**src/hdl/rmsn_pkg.sv**
```systemverilog
// ============================================================================
// rmsn_pkg: shared types and constants of the RMS normalizer
// Item classes, queue entry layout, multiplier handshake and the fixed
// constants of the inverse square root iteration.
// ============================================================================
package rmsn_pkg;

  localparam int unsigned MAX_LENGTH_DEF = 4096;
  localparam int unsigned QDEPTH         = 2;
  localparam int unsigned ISQRT_STEPS    = 5;
  localparam int unsigned STEP_W         = 3;

  localparam logic [15:0] EPS_RESET  = 16'd17;
  localparam logic [31:0] Z_INIT_LO  = 32'd1805811301;
  localparam logic [31:0] Z_INIT_HI  = 32'd1276901417;
  localparam logic [63:0] THREE_Q62  = 64'hC000_0000_0000_0000;
  localparam logic [31:0] Z_CAP      = 32'h8000_0000;
  localparam logic [31:0] F_LOW      = 32'h4000_0000;

  typedef enum logic [1:0] {
    CLS_ACC,
    CLS_ACC_LAST,
    CLS_NORM
  } cls_t;

  typedef struct packed {
    cls_t        cls;
    logic [15:0] sample;
    logic [15:0] gain;
  } item_t;

  typedef struct packed {
    logic        start;
    logic [32:0] a;
    logic [32:0] b;
  } mul_req_t;

  typedef struct packed {
    logic        done;
    logic [63:0] prod;
  } mul_rsp_t;

endpackage

```
**src/hdl/rmsn_seqmul.sv**
```systemverilog
// ============================================================================
// rmsn_seqmul: shift-and-add multiplier
// Multiplies two 33-bit unsigned operands one multiplier bit per cycle.
// ============================================================================
module rmsn_seqmul (
  input  logic               clk,
  input  logic               rst_n,
  input  rmsn_pkg::mul_req_t req,
  output rmsn_pkg::mul_rsp_t rsp
);

  logic        busy_r;
  logic [63:0] a_r;
  logic [32:0] b_r;
  logic [63:0] acc_r;

  assign rsp.done = busy_r && (b_r == '0);
  assign rsp.prod = acc_r;

  always_ff @(posedge clk) begin
    if (!rst_n) begin
      busy_r <= 1'b0;
    end else if (req.start) begin
      busy_r <= 1'b1;
    end else if (rsp.done) begin
      busy_r <= 1'b0;
    end
  end

  always_ff @(posedge clk) begin
    if (req.start) begin
      a_r   <= {31'b0, req.a};
      b_r   <= req.b;
      acc_r <= '0;
    end else if (busy_r && (b_r != '0)) begin
      if (b_r[0]) begin
        acc_r <= acc_r + a_r;
      end
      a_r <= {a_r[62:0], 1'b0};
      b_r <= {1'b0, b_r[32:1]};
    end
  end

endmodule

```
**config.mk**
```make
export PLATFORM = sky130hd
export DESIGN_NAME = rmsn_seqmul
export DESIGN_NICKNAME = d
export VERILOG_FILES = /design/src/hdl/rmsn_pkg.sv /design/src/hdl/rmsn_seqmul.sv
export SDC_FILE = /design/constraint.sdc
export NUM_CORES = 1
export LEC_CHECK = 0
export BUFFER_PORTS_ARGS = -buffer_cell sky130_fd_sc_hd__buf_2
export CORE_ASPECT_RATIO = 0.75
export CORE_MARGIN = 2
export CORE_UTILIZATION = 40
export CTS_CLUSTER_SIZE = 14
export DETAILED_ROUTE_END_ITERATION = 10
export PLACE_DENSITY = 0.6
export SYNTH_ARGS = -nofsm -noshare
export SYNTH_HDL_FRONTEND = slang
export SYNTH_SLANG_ARGS = --single-unit
export TNS_END_PERCENT = 20
```
**constraint.sdc**
```tcl
create_clock -name clk -period 6.6 [get_ports clk]
set_input_delay 0.66 -clock clk [delete_from_list [all_inputs] [get_ports clk]]
set_output_delay 0.66 -clock clk [all_outputs]
set_load 0.1 [all_outputs]
```
==> results.json, run 1 <==
{
  "min_period_over_period_pct": 54.7,
  "gp_congestion": 0.878,
  "cts.htree.levels": 4,
  "ios": 134,
  "postCtsSetupRepairBufs": 0,
  "setup_tns_ns": 0,
  "hold_class": "in -> reg",
  "async_flop_share_pct": 0,
  "setup_viol": 0,
  "crit_family": "simple AND/OR/NAND/NOR gates",
  "rows": 50,
  "clkSinkCount": 162,
  "start_kind": "flop",
  "grt.busiest_layer": "met1",
  "coreArea_sq_mm": 0.0248,
  "path_clk_slew_ns": 0.07,
  "p_leak_nw": 4.89,
  "drtIter0Drc": 642,
  "syn_avg_cell_area_sq_um": 9.06,
  "met3_usage_pct": 4.18,
  "max-clock-path-buffers": 2,
  "yosysSeqAreaShare_pct": 38.9,
  "fill_cells": 2451,
  "reg2regPathDepth": 11,
  "synth_flop_cell": "dfxtp_1",
  "ctsResizeCount": 0,
  "yosysMostFrequentCell": "nand2_1",
  "synth_area_sq_mm": 0.0100,
  "rsz0062_at_grt": "false",
  "hold_slack_ns": 0.431,
  "yosys_warnings": 0,
  "maxCapViolations": 0,
  "min_period_ns": 3.61,
  "num_vias": 8476,
  "worstMarginPinSlew_ns": 1.01,
  "worst_ir_drop_vdd_uv": 176,
  "p_comb_share_pct": 20.6,
  "grtUsageMet2_pct": 27.1,
  "cts-root-buf": "clkbuf_16",
  "cp.depth": 11,
  "grt_pass1_vias": 7808,
  "yosysTopAreaCell": "edfxtp_1",
  "die_height_um": 141,
  "p_clk_share_pct": 36.4,
  "cpPeakStageDelay_ns": 0.76,
  "final_antenna_net_count": 0,
  "crit_buf_inv": 3,
  "finClkSkew_ns": 0.0101,
  "hpwl_mm": 18.9,
  "slew_violations": 0,
  "antenna_found_initial": 0,
  "grt_pass1_wl_mm": 42.0,
  "synth_top_area_share_pct": 19.7,
  "grtUsageTotal_pct": 19.8,
  "syn_nets": 1241,
  "powerDensity_mw_per_mm2": 235,
  "antenna_cells": 0,
  "timing.rr.start": "b_r[4]$_DFFE_PP_",
  "cp_cell_sequence": "nor4_1 > nand4_1 > nor3_1 > nand2b_1 > buf_4 > clkinv_1 > nand2_2 > buf_4 > nor4_1 > a31oi_1 > nand3_1",
  "initial_core_util_pct": 40.4,
  "area_growth_pct": 14.2,
  "vias_per_cell": 5.45,
  "route.detailed.drc": 0,
  "hold_depth": 2,
  "overflow": 0,
  "layout_setup_ws_ns": 2.99,
  "routedWlPerCell_um": 16.9,
  "synth_enable_flop_cells": 66,
  "arrival_ns": 3.92,
  "synth_cell_types": 89,
  "clk_latency_ns": 0.43,
  "final_nets": 1337,
  "ys_ff_latch": 162,
  "worstSetupEndpointType": "flop",
  "worstHoldStart": "rst_n",
  "power.switching_w": 0.000870,
  "setup.worst_path.start": "b_r[4]$_DFFE_PP_",
  "cts_tree": "built",
  "cp.required_ns": 6.91,
  "cts_hold_buffers": 0,
  "netSwitchingFraction_pct": 32.2,
  "status": "finished, final reports clean",
  "wl_mm": 26.3,
  "die_w_um": 187,
  "dp.cells": 1523,
  "r2r_setup_slack_ns": 2.99,
  "worstSetupPathType": "reg -> reg",
  "pre_cts_ws_ns": 2.97,
  "crit_fanout": 44,
  "synth_common_cells": "nand2_1 (208), a21oi_1 (142), dfxtp_1 (96)",
  "grtUsageMet1_pct": 30.8,
  "drt_first_pass_iters": 4,
  "instances_no_fill": 1555,
  "numCtsBuffers": 17,
  "port_buffers": 133,
  "die_area_sq_mm": 0.0264,
  "syn_inst": 1108,
  "max-slew-margin-rel_pct": 32.6,
  "hold_viol": 0,
  "fmax_mhz": 277,
  "seqPwrFrac_pct": 43.0,
  "p_int_w": 0.00183,
  "slowest_stage": "nand2_2",
  "synthTopCellsByArea": "edfxtp_1 (20%), dfxtp_1 (19%), ha_1 (7.8%)",
  "grt_max_degree": 83,
  "drive_above_1_share_pct": 22.8
}
==> area by class of cell <==
class                   count  area [sq um]  area share, %
flip-flops and latches    162          3900           34.0
inverters                  18          67.6          0.589
well taps                 338           423           3.69
clock buffers              17           425           3.71
clock inverters            15           145           1.27
repair buffers            138           709           6.19
multi-input cells         867          5790           50.5
==> state kept, by name, summed over array words and instances (netlist names) <==
| name | count |
|---|---|
| acc_r | 64 |
| b_r | 33 |
| a_r | 64 |
| busy_r | 1 |
==> kinds of logic after synthesis <==
kind of cell               Yosys count  share of synthesized area [%]
muxes                               65                           7.33
buffers and inverters               79                           3.55
and+or+nand+nor                    372                           17.1
DFF                                162                           38.9
AOI/OAI and AO/OA                  318                           21.0
adders and majority gates           64                           8.05
xor gates and xnor gates            48                           4.19
==> worst paths after layout <==
kind | endpoint
setup / recovery | acc_r[51]$_SDFFE_PP0P_
hold / removal | busy_r$_SDFFE_PN0P_
setup reg to reg | acc_r[51]$_SDFFE_PP0P_
hold reg to reg | acc_r[21]$_SDFFE_PP0P_
==> power by group through the flow <==
stage / clock network (W) / logic, W / registers [W]
floorplan: 0 / 0.000324 / 0.00129
global placement: 0 / 0.000549 / 0.00118
detailed placement: 0 / 0.000552 / 0.00118
CTS: 0.00100 / 0.000554 / 0.00116
global route: 0.00104 / 0.000603 / 0.00117
finish: 0.000982 / 0.000556 / 0.00116
==> metrics by stage <==
| stage | total power, W | cell area, sq um | utilization (%) |
|---|---|---|---|
| after floorplan | 0.00161 | 10000 | - |
| after global routing | 0.00281 | 11500 | 46.2 |
| after detailed placement | 0.00173 | 10900 | 43.9 |
| after CTS | 0.00272 | 11500 | 46.2 |
| after global placement | 0.00173 | 10900 | 43.9 |
| final | 0.00270 | 11500 | 46.2 |
==> per-layer routing <==
layer  vias up  wire length (um)
met5         -                 0
met4         0               378
met3        29              1490
met2       246             10500
met1      3977             13900
li1       4224                 -
==> cells in the final DEF, fill, tap and decap left out, drive strengths merged, types with 38 or more instances in the layout <==
cell type  count
nand2        209
buf          138
a21o          53
o21ai         38
nor2          43
mux2          65
dfxtp         96
edfxtp        66
a21oi        149
ha            63
==> worst register-to-register path: cells and delay by family, from the launching register on <==
kind                   cells  cell delay (ns)
AOI/OAI and AO/OA          1             0.17
buffers and inverters      3             1.01
DFF                        1             0.42
and+or+nand+nor            7             1.90
Note: power is estimated with default switching activity, not from simulation.
==> run 2, diff against run 1 <==
- clock period: 6.6 -> 3.4 ns (I/O delays scaled with it)
==> results.json, run 2 (synthesis gave the netlist of run 1 again) <==
{
  "p_comb_share_pct": 21.0,
  "route.detailed.drc": 0,
  "pre_cts_ws_ns": 0.0734,
  "grt_max_degree": 88,
  "final_cell_mix": "nand2_1 (207), a21oi_1 (142), buf_2 (132)",
  "die_w_um": 187,
  "reg2regPathDepth": 14,
  "min_period_over_period_pct": 96.7,
  "clk_latency_ns": 0.45,
  "p_leak_nw": 4.99,
  "gp_congestion": 0.889,
  "worstHoldStart": "rst_n",
  "area_growth_pct": 16.2,
  "path_clk_slew_ns": 0.07,
  "grt_pass1_wl_mm": 42.1,
  "worstSetupEndpointType": "flop",
  "cts.htree.levels": 4,
  "rows": 50,
  "powerDensity_mw_per_mm2": 452,
  "fmax_mhz": 304,
  "seqPwrFrac_pct": 42.7,
  "start_kind": "flop",
  "wl_mm": 25.9,
  "vias_per_cell": 5.41,
  "coreArea_sq_mm": 0.0248,
  "setup_tns_ns": 0,
  "cts-root-buf": "clkbuf_16",
  "die_height_um": 141,
  "cts_tree": "built",
  "antenna_cells": 0,
  "cp.required_ns": 3.74,
  "antenna_found_initial": 0,
  "die_area_sq_mm": 0.0264,
  "maxCapViolations": 0,
  "worstMarginPinSlew_ns": 0.609,
  "worst_ir_drop_vdd_uv": 382,
  "p_clk_share_pct": 36.3,
  "drt_first_pass_iters": 5,
  "timing.rr.start": "a_r[0]$_SDFFCE_PN0P_",
  "power.switching_w": 0.00170,
  "rsz0062_at_grt": "true",
  "ios": 134,
  "max-slew-margin-rel_pct": 59.3,
  "grtUsageTotal_pct": 19.8,
  "p_int_w": 0.00358,
  "worstSetupPathType": "reg -> reg",
  "instances_no_fill": 1572,
  "clkSinkCount": 162,
  "final_antenna_net_count": 0,
  "final_common_cell": "nand2_1",
  "netSwitchingFraction_pct": 32.2,
  "hold_depth": 2,
  "max-clock-path-buffers": 2,
  "slew_violations": 0,
  "hpwl_mm": 19.0,
  "final_nets": 1354,
  "layout_setup_ws_ns": 0.112,
  "initial_core_util_pct": 40.4,
  "grtUsageMet2_pct": 27.2,
  "routedWlPerCell_um": 16.5,
  "drive_above_1_share_pct": 25.1,
  "arrival_ns": 3.63,
  "largestRegisters": "a_r x64, acc_r x64, b_r x33",
  "hold_viol": 0,
  "port_buffers": 133,
  "overflow": 0,
  "setup_viol": 0,
  "grt.busiest_layer": "met1",
  "drtIter0Drc": 557,
  "min_period_ns": 3.29,
  "status": "finished, final reports clean",
  "dp.cells": 1539,
  "numCtsBuffers": 17,
  "grt_pass1_vias": 7925,
  "setup.worst_path.start": "a_r[0]$_SDFFCE_PN0P_",
  "crit_fanout": 4,
  "num_vias": 8498,
  "finClkSkew_ns": 0.0159,
  "met3_usage_pct": 4.85,
  "p_total_w": 0.00528,
  "grtUsageMet1_pct": 30.5,
  "hold_class": "in -> reg"
}
==> run 2: repair_timing <==
item,4_1_cts,5_1_grt
hold endpoints to repair,0,0
gates resized for setup,0,10
buffers inserted,0,1
hold buffers,0,0
setup endpoints to repair,0,11
==> run 2: power by group through the flow <==
stage | combinational (W) | sequential, W | clock, W
6_report | 0.00111 | 0.00225 | 0.00192
3_3_place_gp | 0.00110 | 0.00229 | 0
2_1_floorplan | 0.000630 | 0.00250 | 0
4_1_cts | 0.00110 | 0.00225 | 0.00196
3_5_place_dp | 0.00110 | 0.00230 | 0
5_1_grt | 0.00120 | 0.00227 | 0.00205
==> run 2: cell type report <==
| type | count | area [sq um] |
|---|---|---|
| fill | 2450 | 13200 |
| multi-input combinational | 867 | 5830 |
| sequential | 162 | 3920 |
| timing repair buffer | 155 | 862 |
| clock buffer | 18 | 429 |
| tap | 338 | 423 |
| clock inverter | 14 | 145 |
| inverter | 18 | 67.6 |
==> run 2: critical path: stages (launching register included) <==
cell	delay (ns)
edfxtp_1	0.39
ha_2	0.21
fa_1	0.40
a21o_1	0.20
a21oi_2	0.15
o211ai_1	0.16
a221oi_2	0.31
buf_4	0.18
o21a_2	0.19
nor3_2	0.07
o21ai_1	0.20
a21oi_2	0.11
o211ai_1	0.22
nand2_1	0.10
o311ai_2	0.29
==> run 2: metrics by stage <==
step                      util (%)  hold slack, ns  area [sq um]
after floorplan                  -           0.449         10100
after global placement        44.5           0.450         11100
after detailed placement      44.5           0.454         11100
after CTS                     46.8          0.0746         11600
after global routing          47.0          0.0859         11700
final                         47.0          0.0894         11700
==> run 2: per-layer routing <==
metal | up-vias | part of all wire (%)
met4 | 0 | 1.1
met5 | - | 0
met1 | 3999 | 53
met2 | 230 | 40
li1 | 4247 | -
met3 | 22 | 6.3
==> run 2: path summary, 6_finish.rpt <==
check,to,slack [ns]
setup reg to reg,acc_r[60]$_SDFFE_PP0P_,0.11
hold reg to reg,acc_r[22]$_SDFFE_PP0P_,0.46
setup / recovery,acc_r[60]$_SDFFE_PP0P_,0.11
hold / removal,busy_r$_SDFFE_PN0P_,0.09
