File: src/hdl/rmsn_pkg.sv
// ============================================================================
// rmsn_pkg: shared types and constants of the RMS normalizer
// Item classes, queue entry layout, multiplier handshake and the fixed
// constants of the inverse square root iteration.
// ============================================================================
package rmsn_pkg;

  localparam int unsigned MAX_LENGTH_DEF = 4096;
  localparam int unsigned QDEPTH         = 2;
  localparam int unsigned ISQRT_STEPS    = 5;
  localparam int unsigned STEP_W         = 3;

  localparam logic [15:0] EPS_RESET  = 16'd17;
  localparam logic [31:0] Z_INIT_LO  = 32'd1805811301;
  localparam logic [31:0] Z_INIT_HI  = 32'd1276901417;
  localparam logic [63:0] THREE_Q62  = 64'hC000_0000_0000_0000;
  localparam logic [31:0] Z_CAP      = 32'h8000_0000;
  localparam logic [31:0] F_LOW      = 32'h4000_0000;

  typedef enum logic [1:0] {
    CLS_ACC,
    CLS_ACC_LAST,
    CLS_NORM
  } cls_t;

  typedef struct packed {
    cls_t        cls;
    logic [15:0] sample;
    logic [15:0] gain;
  } item_t;

  typedef struct packed {
    logic        start;
    logic [32:0] a;
    logic [32:0] b;
  } mul_req_t;

  typedef struct packed {
    logic        done;
    logic [63:0] prod;
  } mul_rsp_t;

endpackage

File: src/hdl/rmsn_back.sv
// ============================================================================
// rmsn_back: execution sequencer
// Accumulates squares, divides for the mean square, runs the Newton
// inverse square root and scales normalize items.
// ============================================================================
module rmsn_back #(
  parameter int unsigned MAX_LENGTH = rmsn_pkg::MAX_LENGTH_DEF,
  parameter int unsigned CNT_W      = $clog2(MAX_LENGTH + 1),
  parameter int unsigned SUM_W      = 30 + CNT_W
) (
  input  logic               clk,
  input  logic               rst_n,
  input  logic               cfg_we,
  input  logic [15:0]        cfg_wdata,
  input  logic               q_valid,
  input  rmsn_pkg::item_t    q_head,
  output logic               q_pop,
  output rmsn_pkg::mul_req_t mreq,
  input  rmsn_pkg::mul_rsp_t mrsp,
  output logic               out_valid,
  output logic [15:0]        out_normalized,
  output logic               out_clipped
);

  localparam int unsigned DCNT_W = $clog2(SUM_W + 1);
  localparam int unsigned STEP_W_L = rmsn_pkg::STEP_W;

  typedef enum logic [3:0] {
    ST_IDLE, ST_DIV, ST_MSET, ST_NRM, ST_MZZ, ST_MPF, ST_MZT, ST_FIN, ST_NM2
  } state_t;

  state_t            state_r;
  logic [15:0]       eps_r;
  logic [SUM_W-1:0]  sum_r;
  logic [CNT_W-1:0]  count_r;
  logic [31:0]       inv_r;
  logic [SUM_W-1:0]  quo_r;
  logic [CNT_W-1:0]  rem_r;
  logic [CNT_W-1:0]  den_r;
  logic [DCNT_W-1:0] dcnt_r;
  logic [31:0]       f_r;
  logic [3:0]        k_r;
  logic [31:0]       z_r;
  logic [32:0]       zz_r;
  logic [32:0]       ts_r;
  logic [STEP_W_L-1:0] step_r;
  logic              pend_r;
  logic signed [31:0] sg_r;
  logic              out_valid_r;
  logic [15:0]       out_norm_r;
  logic              out_clip_r;

  logic               take;
  logic [SUM_W-1:0]   sum_nxt;
  logic [CNT_W-1:0]   cnt_nxt;
  logic signed [31:0] sq;
  logic [CNT_W:0]     rem_sh;
  logic [CNT_W:0]     rem_diff;
  logic [31:0]        m_val;
  logic [63:0]        t_val;
  logic [31:0]        zq;
  logic [46:0]        zk;
  logic [31:0]        mag;
  logic [62:0]        pr;
  logic [63:0]        rnd;
  logic [29:0]        r_val;

  assign q_pop          = (state_r == ST_IDLE) && q_valid;
  assign out_valid      = out_valid_r;
  assign out_normalized = out_norm_r;
  assign out_clipped    = out_clip_r;

  always_comb begin
    sq       = $signed(q_head.sample) * $signed(q_head.sample);
    take     = (count_r < CNT_W'(MAX_LENGTH));
    sum_nxt  = take ? sum_r + SUM_W'(sq[30:0]) : sum_r;
    cnt_nxt  = take ? count_r + 1'b1 : count_r;
    rem_sh   = {rem_r, quo_r[SUM_W-1]};
    rem_diff = rem_sh - {1'b0, den_r};
    m_val    = 32'(quo_r[30:0]) + 32'(eps_r);
    t_val    = (mrsp.prod > rmsn_pkg::THREE_Q62) ? 64'd0 : rmsn_pkg::THREE_Q62 - mrsp.prod;
    zq       = (mrsp.prod[63:32] > rmsn_pkg::Z_CAP) ? rmsn_pkg::Z_CAP : mrsp.prod[63:32];
    zk       = 47'(z_r) << k_r;
    mag      = sg_r[31] ? 32'(-sg_r) : 32'(sg_r);
    pr       = 63'(mag[30:0]) * 63'(inv_r);
    rnd      = 64'(pr) + 64'h2_0000_0000;
    r_val    = rnd[63:34];
  end

  always_comb begin
    mreq.start = 1'b0;
    mreq.a     = {1'b0, z_r};
    mreq.b     = {1'b0, z_r};
    unique case (state_r)
      ST_MZZ: begin
        mreq.start = !pend_r;
      end
      ST_MPF: begin
        mreq.start = !pend_r;
        mreq.a     = zz_r;
        mreq.b     = {1'b0, f_r};
      end
      ST_MZT: begin
        mreq.start = !pend_r;
        mreq.b     = ts_r;
      end
      default: begin
      end
    endcase
  end

  always_ff @(posedge clk) begin
    if (!rst_n) begin
      state_r     <= ST_IDLE;
      eps_r       <= rmsn_pkg::EPS_RESET;
      sum_r       <= '0;
      count_r     <= '0;
      inv_r       <= '0;
      pend_r      <= 1'b0;
      out_valid_r <= 1'b0;
    end else begin
      out_valid_r <= 1'b0;
      if (cfg_we) begin
        eps_r <= cfg_wdata;
      end
      unique case (state_r)
        ST_IDLE: begin
          if (q_valid) begin
            unique case (q_head.cls)
              rmsn_pkg::CLS_ACC: begin
                sum_r   <= sum_nxt;
                count_r <= cnt_nxt;
              end
              rmsn_pkg::CLS_ACC_LAST: begin
                sum_r   <= '0;
                count_r <= '0;
                quo_r   <= (cnt_nxt == '0) ? '0 : sum_nxt;
                rem_r   <= '0;
                den_r   <= cnt_nxt;
                dcnt_r  <= '0;
                state_r <= (cnt_nxt == '0) ? ST_MSET : ST_DIV;
              end
              rmsn_pkg::CLS_NORM: begin
                sg_r    <= $signed(q_head.sample) * $signed(q_head.gain);
                state_r <= ST_NM2;
              end
              default: begin
              end
            endcase
          end
        end
        ST_DIV: begin
          if (!rem_diff[CNT_W]) begin
            rem_r <= rem_diff[CNT_W-1:0];
            quo_r <= {quo_r[SUM_W-2:0], 1'b1};
          end else begin
            rem_r <= rem_sh[CNT_W-1:0];
            quo_r <= {quo_r[SUM_W-2:0], 1'b0};
          end
          dcnt_r <= dcnt_r + 1'b1;
          if (dcnt_r == DCNT_W'(SUM_W - 1)) begin
            state_r <= ST_MSET;
          end
        end
        ST_MSET: begin
          if (m_val == '0) begin
            inv_r   <= 32'hFFFF_FFFF;
            state_r <= ST_IDLE;
          end else begin
            f_r     <= m_val;
            k_r     <= '0;
            state_r <= ST_NRM;
          end
        end
        ST_NRM: begin
          if (f_r < rmsn_pkg::F_LOW) begin
            f_r <= {f_r[29:0], 2'b00};
            k_r <= k_r + 1'b1;
          end else begin
            z_r     <= f_r[31] ? rmsn_pkg::Z_INIT_HI : rmsn_pkg::Z_INIT_LO;
            step_r  <= '0;
            state_r <= ST_MZZ;
          end
        end
        ST_MZZ: begin
          if (mreq.start) begin
            pend_r <= 1'b1;
          end else if (mrsp.done) begin
            pend_r  <= 1'b0;
            zz_r    <= mrsp.prod[62:30];
            state_r <= ST_MPF;
          end
        end
        ST_MPF: begin
          if (mreq.start) begin
            pend_r <= 1'b1;
          end else if (mrsp.done) begin
            pend_r  <= 1'b0;
            ts_r    <= t_val[63:31];
            state_r <= ST_MZT;
          end
        end
        ST_MZT: begin
          if (mreq.start) begin
            pend_r <= 1'b1;
          end else if (mrsp.done) begin
            pend_r <= 1'b0;
            z_r    <= zq;
            step_r <= step_r + 1'b1;
            state_r <= (step_r == STEP_W_L'(rmsn_pkg::ISQRT_STEPS - 1)) ? ST_FIN : ST_MZZ;
          end
        end
        ST_FIN: begin
          inv_r   <= zk[46] ? 32'hFFFF_FFFF : zk[45:14];
          state_r <= ST_IDLE;
        end
        ST_NM2: begin
          out_valid_r <= 1'b1;
          if (sg_r[31]) begin
            if (r_val > 30'd32768) begin
              out_norm_r <= 16'h8000;
              out_clip_r <= 1'b1;
            end else begin
              out_norm_r <= 16'(30'd0 - r_val);
              out_clip_r <= 1'b0;
            end
          end else begin
            if (r_val > 30'd32767) begin
              out_norm_r <= 16'h7FFF;
              out_clip_r <= 1'b1;
            end else begin
              out_norm_r <= r_val[15:0];
              out_clip_r <= 1'b0;
            end
          end
          state_r <= ST_IDLE;
        end
        default: begin
          state_r <= ST_IDLE;
        end
      endcase
    end
  end

endmodule

File: config.mk
export PLATFORM = sky130hd
export DESIGN_NAME = rmsn_back
export DESIGN_NICKNAME = d
export VERILOG_FILES = /design/src/hdl/rmsn_pkg.sv /design/src/hdl/rmsn_back.sv
export SDC_FILE = /design/constraint.sdc
export NUM_CORES = 2
export LEC_CHECK = 0
export BUFFER_PORTS_ARGS = -buffer_cell sky130_fd_sc_hd__buf_2
export CAP_MARGIN = 20
export CELL_PAD_IN_SITES_DETAIL_PLACEMENT = 1
export CELL_PAD_IN_SITES_GLOBAL_PLACEMENT = 1
export CORE_MARGIN = 3
export CORE_UTILIZATION = 47
export DETAILED_ROUTE_END_ITERATION = 10
export GPL_TIMING_DRIVEN = 0
export PLACE_DENSITY_LB_ADDON = 0.2
export SYNTH_ARGS = -nofsm -noshare
export SYNTH_HDL_FRONTEND = slang
export SYNTH_SLANG_ARGS = --single-unit
File: constraint.sdc
create_clock -name clk -period 10.63 [get_ports clk]
set_input_delay 1.063 -clock clk [delete_from_list [all_inputs] [get_ports clk]]
set_output_delay 1.063 -clock clk [all_outputs]
set_load 0.02 [all_outputs]
==> results.yml <==
critical_path:
  path_class: "register to register"
  worst-path-buf-inv: 12
  critical_path_peak_fanout: 6
  worstReg2RegStart: "sg_r[3]"
  cp-start-kind: "register"
  cp.depth: 43
  reg2regPathDepth: 43
  rrSetupSlack_ns: -0.62
  max_stage_delay_ns: 0.56
  critPathArrivalTime_ns: 11.57
  critical_path.endpoint: "out_normalized[3]"
  cp-startpoint: "sg_r[3]"
  end_kind: "register"
  crit_required_ns: 10.95
  r2r_end: "out_normalized[3]"
  crit_family: "adder cells"
  crit_slowest_cell: "fa_1"
synthesis:
  yosys_warnings: 0
  synth_area_leaders: "fa_1 38%, edfxtp_1 11%, ha_1 9.0%"
  syn-instance-count: 7859
  synth.cell_area_sq_um: 71900
  yosys.area.top_type_share: 0.380
  synth_cell_types: 93
  synth_edf_count: 261
  syn_nets: 9860
  synth-seq-cells: 371
  synth_ff_type: "edfxtp_1"
  yosysSeqAreaShare: 0.140
  avgSynthCellArea_sq_um: 9.14
  synth_top_area_cell: "fa_1"
  synthArstFlopShare: 0
timing:
  slew_viol_final: 0
  timing.final.ws_setup_ns: -0.621
  max_freq_mhz: 88.9
  relSlewSlack: 0.197
  finalClockSkew_ns: 0.0203
  finalSetupViolCount: 17
  fin_tns_setup_ns: -9.91
  fin_crit_ns: 11.25
  timing.final.crit_share: 1.06
  hold_viol: 0
  rsz0062_at_grt: "true"
  worst_slew_pin_slew_ns: 1.20
placement:
  gp_congestion: 0.997
  dp_worst_setup_slack_ns: -3.04
  io_buffers: 195
  dp_hpwl_mm: 218
die:
  dieArea_sq_um: 158000
  die-height_um: 397
  ios: 205
  core.rowCount: 142
  start_util: 0.476
  core-area_sq_um: 151000
  die_w_um: 397
route:
  vias: 58585
  drc_errors: 0
  wl_mm: 263
  routed_via_density: 5.67
  drtAntennaViolNets: 0
  drtPass1Iterations: 5
  wire_per_inst_um: 25.4
  dr.first_iter.drc_count: 3973
pwr:
  ir_drop_mv: 1.07
  p_per_area_nw_per_um2: 304
  p_leak_nw: 39.4
global_route:
  met1_usage: 0.422
  grt_start_max_net_pins: 37
  use_met3: 0.0469
  grt_usage: 0.335
  grt_pass1_vias: 65124
  overflow: 0
  grt_pass1_wl_mm: 399
  top_usage_layer: "met2"
  antenna_found_initial: 22
  grt_use_met2: 0.573
final_layout:
  seq_area_sq_um: 10000
  final_common_cell: "inv_1"
  layout-drive-gt1-share: 0.0970
  area_growth_pct: 11.8
  multi_input_area_sq_um: 55600
  layout_common_cells: "1610 x inv_1, 1348 x fa_1, 1158 x nand2_1"
  num-fill-cells: 17385
  nets: 10274
flow_run:
  maxCapViolCount: 0
clock_tree:
  numCtsBuffers: 43
  insertion_delay_ns: 0.61
  clockBufferDepth: 3
  htree_levels: 2
  root_buffer: "clkbuf_16"
  clk_pin_slew_ns: 0.06
  cts_tree: "built"
  cts.sinks: 371
  cts_hold_buf: 0
worst_hold_path:
  hp-class: "register to register"
outcome:
  status: "complete, but fails checks"
  failed_checks: "setup timing"
-- area by class of cell --
class / count / share of cell area
plain buffers: 382 / 0.0231
multi-input cells: 5471 / 0.692
clock inverters: 23 / 0.00316
repair buffers: 373 / 0.0334
clock buffers: 56 / 0.0148
flip-flops and latches: 371 / 0.125
diodes: 16 / 0.000498
inverters: 1631 / 0.0764
well taps: 2016 / 0.0314
-- what timing repair did --
item,CTS,global route
pin swaps,108,85
buffers inserted,104,41
gates resized for setup,327,107
endpoints found under the setup margin,17,35
cloned,3,0
-- worst min-delay path by stage --
stage	from	endpoint	cells after the start
finish	sum_r[21]	sum_r[21]	2
global route	sum_r[21]	sum_r[21]	2
CTS	sum_r[21]	sum_r[21]	2
detailed placement	sum_r[21]	sum_r[21]	2
global placement	sum_r[21]	sum_r[21]	2
floorplan	eps_r[0]	eps_r[0]	2
-- Yosys cell counts, types with 16 or more instances --
cell type and instances:
a21o_1 101, nor3_1 64, nand3_1 70, or2_2 17, o21a_1 38, nor2b_1 39
fa_1 1364, mux2i_1 69, xor2_1 77, a22oi_1 72, ha_1 518, a31oi_1 23
edfxtp_1 261, nand2b_1 44, nand2_1 1168, o211ai_1 17, mux4_2 16, nor4_1 26
nor2_1 256, clkbuf_1 370, a21oi_1 196, or3_1 32, o21bai_1 23, mux2_2 49
and3_1 42, dfxtp_1 110, and2_1 542, nand4_1 21, xnor2_1 155, inv_1 1629
o21ai_0 182, o21ai_1 20, o31ai_1 32
-- metrics by stage --
step	cell area, sq um	cells	util	total power [mW]	hold slack, ns
after floorplan	71900	7859	-	15.3	0.449
after global placement	75400	10070	0.500	20.8	0.469
after detailed placement	75800	10102	0.503	21.6	0.478
after CTS	79600	10283	0.528	24.1	0.487
after global routing	80300	10332	0.532	26.4	0.517
final	80300	10339	0.533	24.4	0.489
-- cell families (layout without fill, tap and decap cells) --
family	Yosys count	in the layout	share of synthesized area
AND/OR/NAND/NOR	2380	2380	0.157
buffers and inverters	2017	2465	0.106
adder cells (fa/ha/maj)	1882	1882	0.470
AO/OA/AOI/OAI	843	843	0.0767
flip-flops	371	371	0.140
XOR/XNOR	232	232	0.0283
multiplexers	134	134	0.0223
other	0	16	0
-- sequential cells by signal, indices dropped and copies added (netlist names), 3 cells and up --
signal,cells
count_r,13
quo_r,43
out_normalized,16
zz_r,33
eps_r,16
f_r,32
rem_r,13
k_r,4
ts_r,33
inv_r,32
sg_r,32
sum_r,43
dcnt_r,6
den_r,13
z_r,32
step_r,3
state_r,4
-- metal layers --
layer	up-vias	wire [um]
met5	-	82
met4	12	15000
met3	578	18600
met2	2196	128000
met1	30731	101000
li1	25068	-
-- power breakdown --
| group | internal [mW] | total (mW) | switching [mW] |
|---|---|---|---|
| clock network | 0.878 | 1.56 | 0.685 |
| registers | 2.35 | 2.57 | 0.228 |
| logic | 7.76 | 20.3 | 12.5 |
-- worst register-to-register path, delay by kind of cell, from the launching register on --
| family | cells | cell delay (ns) |
|---|---|---|
| compound gates | 10 | 2.25 |
| buf+inv | 12 | 1.43 |
| flops | 1 | 0.45 |
| simple gates | 11 | 2.31 |
| fa+ha+maj | 9 | 4.33 |
| xor+xnor | 1 | 0.20 |
Power figures use the tool's default switching activity.
