===== src/hdl/rmsn_pkg.sv =====
// ============================================================================
// rmsn_pkg: shared types and constants of the RMS normalizer
// Item classes, queue entry layout, multiplier handshake and the fixed
// constants of the inverse square root iteration.
// ============================================================================
package rmsn_pkg;

  localparam int unsigned MAX_LENGTH_DEF = 4096;
  localparam int unsigned QDEPTH         = 2;
  localparam int unsigned ISQRT_STEPS    = 5;
  localparam int unsigned STEP_W         = 3;

  localparam logic [15:0] EPS_RESET  = 16'd17;
  localparam logic [31:0] Z_INIT_LO  = 32'd1805811301;
  localparam logic [31:0] Z_INIT_HI  = 32'd1276901417;
  localparam logic [63:0] THREE_Q62  = 64'hC000_0000_0000_0000;
  localparam logic [31:0] Z_CAP      = 32'h8000_0000;
  localparam logic [31:0] F_LOW      = 32'h4000_0000;

  typedef enum logic [1:0] {
    CLS_ACC,
    CLS_ACC_LAST,
    CLS_NORM
  } cls_t;

  typedef struct packed {
    cls_t        cls;
    logic [15:0] sample;
    logic [15:0] gain;
  } item_t;

  typedef struct packed {
    logic        start;
    logic [32:0] a;
    logic [32:0] b;
  } mul_req_t;

  typedef struct packed {
    logic        done;
    logic [63:0] prod;
  } mul_rsp_t;

endpackage


===== src/hdl/rmsn_front.sv =====
// ============================================================================
// rmsn_front: input acceptance, classification and item queue
// Classifies each accepted item and holds it in a short queue until the
// back end takes it.
// ============================================================================
module rmsn_front (
  input  logic             clk,
  input  logic             rst_n,
  input  logic             start,
  output logic             busy,
  input  logic             in_kind,
  input  logic [15:0]      in_sample,
  input  logic [15:0]      in_gain,
  input  logic             in_end_of_pass,
  output logic             q_valid,
  output rmsn_pkg::item_t  q_head,
  input  logic             q_pop
);

  localparam int unsigned PTR_W = (rmsn_pkg::QDEPTH > 1) ? $clog2(rmsn_pkg::QDEPTH) : 1;
  localparam int unsigned CNT_W = $clog2(rmsn_pkg::QDEPTH + 1);

  rmsn_pkg::item_t q_r [rmsn_pkg::QDEPTH];
  logic [PTR_W-1:0] wr_ptr_r, rd_ptr_r;
  logic [CNT_W-1:0] cnt_r;
  logic             push;
  rmsn_pkg::item_t  item;

  assign busy    = (cnt_r == CNT_W'(rmsn_pkg::QDEPTH));
  assign push    = start && !busy;
  assign q_valid = (cnt_r != '0);
  assign q_head  = q_r[rd_ptr_r];

  always_comb begin
    item.sample = in_sample;
    item.gain   = in_gain;
    if (in_kind) begin
      item.cls = rmsn_pkg::CLS_NORM;
    end else if (in_end_of_pass) begin
      item.cls = rmsn_pkg::CLS_ACC_LAST;
    end else begin
      item.cls = rmsn_pkg::CLS_ACC;
    end
  end

  always_ff @(posedge clk) begin
    if (push) begin
      q_r[wr_ptr_r] <= item;
    end
  end

  always_ff @(posedge clk) begin
    if (!rst_n) begin
      wr_ptr_r <= '0;
      rd_ptr_r <= '0;
      cnt_r    <= '0;
    end else begin
      if (push) begin
        wr_ptr_r <= (wr_ptr_r == PTR_W'(rmsn_pkg::QDEPTH - 1)) ? '0 : wr_ptr_r + 1'b1;
      end
      if (q_pop) begin
        rd_ptr_r <= (rd_ptr_r == PTR_W'(rmsn_pkg::QDEPTH - 1)) ? '0 : rd_ptr_r + 1'b1;
      end
      if (push && !q_pop) begin
        cnt_r <= cnt_r + 1'b1;
      end else if (q_pop && !push) begin
        cnt_r <= cnt_r - 1'b1;
      end
    end
  end

endmodule


===== config.mk =====
export PLATFORM = sky130hd
export DESIGN_NAME = rmsn_front
export DESIGN_NICKNAME = d
export VERILOG_FILES = /design/src/hdl/rmsn_pkg.sv /design/src/hdl/rmsn_front.sv
export SDC_FILE = /design/constraint.sdc
export NUM_CORES = 1
export LEC_CHECK = 0
export BUFFER_PORTS_ARGS = -buffer_cell sky130_fd_sc_hd__buf_2
export CAP_MARGIN = 10
export CORE_MARGIN = 3
export CORE_UTILIZATION = 29
export CTS_BUF_LIST = sky130_fd_sc_hd__clkbuf_8
export CTS_CLUSTER_SIZE = 10
export DETAILED_ROUTE_END_ITERATION = 16
export PLACE_DENSITY = 0.48
export SYNTH_ARGS = -nofsm -noshare
export SYNTH_HDL_FRONTEND = slang
export SYNTH_SLANG_ARGS = --single-unit
export TNS_END_PERCENT = 50

===== constraint.sdc =====
create_clock -name clk -period 6.01 [get_ports clk]
set_input_delay 0.3005 -clock clk [delete_from_list [all_inputs] [get_ports clk]]
set_output_delay 0.3005 -clock clk [all_outputs]
set_load 0.1 [all_outputs]

==> key figures, run 1 <==
Finish
  • Final Cell Area: 0.00336 mm^2
  • Layout cells sized above 1: 0.560
  • Final core occ: 0.378
  • Layout Cells excl Fill: 326
  • Fill cells: 859
  • Area Overhead vs Synth: 24.2%
  • # diodes: 0
  • Nets: 252

Synth
  • Cell Area, Synth: 0.00271 mm^2
  • Syn Inst Count: 132
  • Ys Warns: 0
  • Share of flip-flops with an asynchronous set or reset: 0
  • EDFF count, synth: 68
  • Synth unique cells: 23
  • Commonest cells in the netlist: 68 x edfxtp_1, 31 x mux2_2, 5 x dfxtp_1
  • Area contributors post-synth: edfxtp_1 75%, mux2_2 13%, dfxtp_1 3.7%
  • Most common cell in the netlist: edfxtp_1
  • Most used DFF post-synth: edfxtp_1
  • Synth area leader: edfxtp_1
  • Top cell type's share of synthesized area: 0.754
  • Post-Syn Area per Cell: 20.5 um^2
  • Synthesized flop and latch total: 73
  • Post-synthesis sequential area ratio: 0.791
  • Syn Nets: 171

CTS
  • Post-cts sizing count: 0
  • Clock Sinks: 73
  • CTS Buffer Depth: 2
  • # H-tree levels: 3
  • Root buf cell: clkbuf_8
  • CTS Hold Bufs: 0
  • Clock transition at path regs: 0.07 ns
  • CTS buffer count: 9
  • CTS tree: yes
  • Latest clock arrival within the worst-skew pair: 0.33 ns
  • Setup Buffers After CTS: 0

STA
  • Relative slew slack: 0.426
  • RSZ-0062 raised after global routing: false
  • Period utilization: 0.379
  • F_max: 0.439 GHz
  • Min Hold Slack: 0.149 ns
  • Hold Fails Final Rpt: 0
  • Clock Skew: 0.00420 ns
  • Total Neg Setup Slack: 0 ns
  • Worst Max-Slew Pin Slew: 0.861 ns
  • Final worst path period need: 2.28 ns
  • Final setup fails: 0
  • Final Max Slew Viols: 0

GRT
  • GRT Overall Usage: 0.0963
  • Largest net degree at the start of global routing: 35
  • GRT overflow: 0
  • Initial antenna violation count: 0
  • First-pass GRT wire length: 7.42 mm
  • Vias in the first global route: 1470

Placement
  • Placed Instances: 310
  • Gpl congestion: 0.687
  • # port buffers: 73
  • DP Area: 0.00319 mm^2
  • DP HPWL: 3.15 mm

Worst setup path
  • WP data required: 5.71 ns
  • CP endpoint kind: output pin
  • Critical path fanouts, max: 34
  • CP max stage delay: 0.87 ns
  • Critical Path AT: 1.98 ns
  • Slowest CP cell: dfxtp_2
  • Worst R2R Path Depth: 4
  • Worst path cell trace: mux2_2, buf_2
  • Crit path kind: flop to output pin
  • CP Launch Type: flop

Floorplan
  • Die width: 103 um
  • Core Area: 0.00889 mm^2
  • Initial Util: 0.305
  • Die area: 0.0105 mm^2
  • Die height: 103 um
  • Number of cell rows: 34
  • # IOs: 74

Power and ir drop
  • Leak: 0.00127 uW
  • Pwr/cell area: 420 mW/mm^2
  • Clock share of power: 0.246
  • Combinational cell fraction of total power: 0.303
  • Seq pwr share: 0.452
  • Max VDD drop: 0.201 mV
  • P_sw: 534 uW
  • Cell Int Power: 878 uW
  • Sw Ratio: 0.378

Min path
  • Min-Delay Path Class: input pin to flop
  • Hold Path Stages: 1

Route
  • 1st-iter DRT viols: 44
  • Via count: 1408
  • DRC: 0
  • Drt pass-1 iters: 4
  • Total Wirelength: 4.88 mm
  • WL per Instance: 15.0 um
  • Remaining antenna violation count: 0
  • Routed vias/inst: 4.32

Outcome
  • Status: completed

Run
  • Max-cap violation count: 0
## cells in the final DEF (no fill, tap or decap), types with 2 or more instances in the layout
cell type,n
buf_2,73
dfxtp_1,4
mux2_1,3
inv_1,4
and2_1,3
xor2_1,2
clkbuf_8,9
clkinv_1,3
edfxtp_1,68
mux2_2,31
## cell families after synthesis
kind of cell / share of synthesized area
AOI/OAI and AO/OA: 0.0102
xor gates and xnor gates: 0.00971
adders and majority gates: 0.00462
buffers and inverters: 0.0185
DFF: 0.791
muxes: 0.141
and+or+nand+nor: 0.0245
## final cells by class
type	count	area (um^2)	share of cell area
sequential	73	2140	0.637
multi-input combinational	52	523	0.156
timing repair buffer	74	373	0.111
tap	108	135	0.0402
clock buffer	9	124	0.0368
clock inverter	7	53.8	0.0160
inverter	3	11.3	0.00335
## flip-flops by register name, summed over array words and instances, names as in the netlist, named ones only
| name | count |
|---|---|
| rd_ptr_r | 1 |
| q_r | 68 |
| cnt_r | 2 |
| wr_ptr_r | 1 |
## power by group through the flow
stage	Sequential [uW]	Clock, uW	Combinational [uW]
floorplan	637	0	376
global placement	649	0	432
detailed placement	650	0	433
CTS	639	365	434
global route	643	388	445
finish	638	347	427
## routing by layer
layer / vias to the layer above / part of all wire / track usage / routed length [um]
met4: 0 / 0.0082 / 0.0303 / 40
li1: 668 / - / - / -
met2: 54 / 0.48 / 0.157 / 2320
met1: 681 / 0.44 / 0.111 / 2170
met3: 5 / 0.070 / 0.0494 / 342
met5: - / 0 / 0 / 0
## worst paths after layout
check | startpoint | endpoint | slack (ns)
max | flop | q_head[17] | 3.73
min | in_sample[13] | q_r[0][29] | 0.15
max reg2reg | cnt_r[0] | q_r[0][0] | 4.11
min reg2reg | cnt_r[1] | cnt_r[1] | 0.52
## metrics by stage
step	total power, uW	setup WS (ns)
6_report	1410	3.73
5_1_grt	1480	3.59
4_1_cts	1440	3.63
3_5_place_dp	1080	4.01
3_3_place_gp	1080	4.00
2_1_floorplan	1010	3.46
## critical path, delay by kind of cell, from the launching register on
kind | cells | cell delay, ns
buffers and inverters | 1 | 0.42
DFF | 1 | 0.87
muxes | 1 | 0.31
Power figures use the tool's default switching activity.
==> inputs of run 2 (changes only) <==
- PLACE_DENSITY: 0.48 -> 0.5
- clock period: 6.01 -> 2 ns (I/O delays scaled with it)
==> key figures, run 2 (synthesis results as in run 1) <==
Route
  • DRC: 0 (unchanged)
  • M1 wire length: 2.20 mm (+1.5%)
  • Via count: 1525 (+8.3%)
  • Routed vias/inst: 4.22 (-2.2%)
  • Drt pass-1 iters: 3 (-1)
  • WL per Instance: 14.0 um (-6.3%)
  • Highest routed layer: met4
  • Routed wl met3: 364 um (+6.4%)
  • Routed wl met2: 2.43 mm (+4.7%)
  • 1st-iter DRT viols: 53 (+20%)
  • Total Wirelength: 5.06 mm (+3.8%)
  • Remaining antenna violation count: 0 (unchanged)

Finish
  • # diodes: 0 (unchanged)
  • Largest register FFs: 68 (unchanged)
  • Area Overhead vs Synth: 40.2%
  • Fill cells: 822 (-4.3%)
  • Biggest regs: q_r (68), cnt_r (2)
  • Most common library cell in the layout ignoring fill and taps: buf_2
  • Nets: 288 (+14%)
  • Commonest cells after routing, fill and taps aside: 70 x buf_2, 68 x edfxtp_1, 33 x dlygate4sd3_1, 31 x mux2_2, 9 x clkbuf_8
  • Layout cells sized above 1: 0.506 (-0.0537)
  • Biggest register: q_r
  • Final Cell Area: 0.00379 mm^2 (+13%)

CTS
  • Clock Sinks: 73 (unchanged)
  • Latest clock arrival within the worst-skew pair: 0.33 ns (about the same)
  • CTS tree: yes
  • # H-tree levels: 3 (unchanged)
  • Setup Buffers After CTS: 0 (unchanged)
  • Clock transition at path regs: 0.07 ns (about the same)
  • Root buf cell: clkbuf_8
  • CTS Buffer Depth: 2 (unchanged)
  • CTS buffer count: 9 (unchanged)

Min path
  • Hold_sp: rst_n
  • Min-Delay Path Class: input pin to flop
  • Worst Hold End: wr_ptr_r
  • Hold Path Stages: 2 (+1)

Placement
  • DP HPWL: 3.23 mm (+2.7%)
  • DP Worst Slack: 0.462 ns (-3.55 ns)
  • Gpl congestion: 0.651 (-5.2%)
  • DP Area: 0.00328 mm^2 (+3.0%)
  • # port buffers: 73 (unchanged)

Floorplan
  • Number of cell rows: 34 (unchanged)
  • Initial Util: 0.305 (unchanged)
  • # IOs: 74 (unchanged)
  • Die width: 103 um (unchanged)
  • Die height: 103 um (unchanged)
  • Core Area: 0.00889 mm^2 (unchanged)
  • Die area: 0.0105 mm^2 (unchanged)

Run
  • Max-cap violation count: 0 (unchanged)

Worst setup path
  • Worst flop-to-flop path endpoint: cnt_r[1]
  • CP max stage delay: 0.50 ns (-0.37 ns)
  • Worst path depth: 3 (+1)
  • Slowest CP cell: dfxtp_2
  • Buffers & Inverters on Critical Path: 2 (+1)
  • WP data required: 1.90 ns (-3.81 ns)
  • RR Startpoint: cnt_r[0]
  • Crit path kind: flop to output pin
  • Critical path fanouts, max: 25 (-26%)
  • Worst path cell trace: buf_12, mux2_2, buf_2
  • Worst R2R Path Depth: 6 (+2)
  • Critical Path AT: 1.74 ns (-0.24 ns)
  • CP endpoint kind: output pin
  • Family with the most delay on the worst path: buffers and inverters
  • Reg2reg setup slack: 0.47 ns (-3.64 ns)
  • CP Launch Type: flop

Outcome
  • Status: completed

GRT
  • GRT Overall Usage: 0.103 (+0.00619)
  • Vias in the first global route: 1671 (+14%)
  • GRT overflow: 0 (unchanged)
  • First-pass GRT wire length: 8.07 mm (+8.8%)
  • Largest net degree at the start of global routing: 26 (-26%)
  • Initial antenna violation count: 0 (unchanged)

STA
  • Final worst setup slack: 0.157 ns (-3.57 ns)
  • Final worst path period need: 1.84 ns
  • RSZ-0062 raised after global routing: false
  • Period utilization: 0.922
  • Final Max Slew Viols: 0 (unchanged)
  • Hold Fails Final Rpt: 0 (unchanged)
  • Clock Skew: 0.00772 ns (+0.00352 ns)
  • F_max: 0.542 GHz
  • Final setup fails: 0 (unchanged)
  • Worst Max-Slew Pin Slew: 0.496 ns (-0.364 ns)
  • Relative slew slack: 0.672 (+0.245)
  • Total Neg Setup Slack: 0 ns (unchanged)

Power and ir drop
  • P_sw: 1640 uW (+210%)
  • Combinational cell fraction of total power: 0.323 (+0.020)
  • Clock share of power: 0.244 (-0.002)
  • Pwr/cell area: 1150 mW/mm^2 (+170%)
  • Max VDD drop: 0.614 mV (+210%)
  • Leak: 0.00144 uW (+13%)
  • Cell Int Power: 2740 uW (+210%)
  • Seq pwr share: 0.433 (-0.019)
  • Sw Ratio: 0.374 (-0.00391)
[run 2: cell count changes in the layout (fill, tap and decap cells not counted)]
cell,delta
inv_2,-1
clkinvlp_4,+1
buf_4,+1
clkinv_2,+1
clkinv_4,+1
inv_1,-2
dlygate4sd3_1,+33
clkinv_1,-2
buf_12,+5
buf_2,-3
inv_4,+1
[run 2: area by class of cell]
type                    count  area [um^2]  share of cell area
inverters                   3         13.8             0.00363
flip-flops and latches     73         2140               0.565
repair buffers            110          796               0.210
clock inverters             6         60.1              0.0158
multi-input cells          52          523               0.138
clock buffers               9          124              0.0326
well taps                 108          135              0.0356
[run 2: worst register-to-register path, delay by kind of cell, from the launching register on]
family | cells | cell delay [ns]
fa+ha+maj | 1 | 0.31
flops | 1 | 0.34
compound gates | 1 | 0.13
buf+inv | 1 | 0.08
simple gates | 3 | 0.61
[run 2: repair_timing]
item / in CTS / in global routing
hold buffers: 33 / 0
endpoints found under the hold margin: 66 / 0
resized for setup: 0 / 0
[run 2: how the worst max path moves through the flow]
stage | startpoint | to | slack [ns]
4_1_cts | flop | q_head[13] | 0.09
3_3_place_gp | flop | q_head[13] | 0.47
2_1_floorplan | cnt_r[0] | q_r[0][0] | 0.01
3_5_place_dp | cnt_r[0] | cnt_r[1] | 0.46
6_report | flop | q_head[9] | 0.16
5_1_grt | flop | q_head[13] | 0.06
[run 2: power by group through the flow]
stage	logic [uW]	registers [uW]	clock network, uW
after floorplan	1140	1910	0
after global placement	1380	1920	0
after detailed placement	1380	1930	0
after CTS	1430	1900	1120
after global routing	1480	1910	1190
final	1410	1890	1070
[run 2: per-stage QoR]
step / power, uW / utilization / hold slack, ns / instances
floorplan: 3050 / - / 0.199 / 132
global placement: 3300 / 0.369 / 0.288 / 313
detailed placement: 3310 / 0.369 / 0.293 / 313
CTS: 4440 / 0.427 / 0.0136 / 361
global route: 4570 / 0.427 / 0.0211 / 361
finish: 4370 / 0.427 / 0.0304 / 361
[run 2: metal layers]
layer  track usage  vias to the layer above
li1              -                      742
met2         0.165                       51
met1         0.124                      727
met5             0                        -
met4        0.0333                        0
met3        0.0447                        5
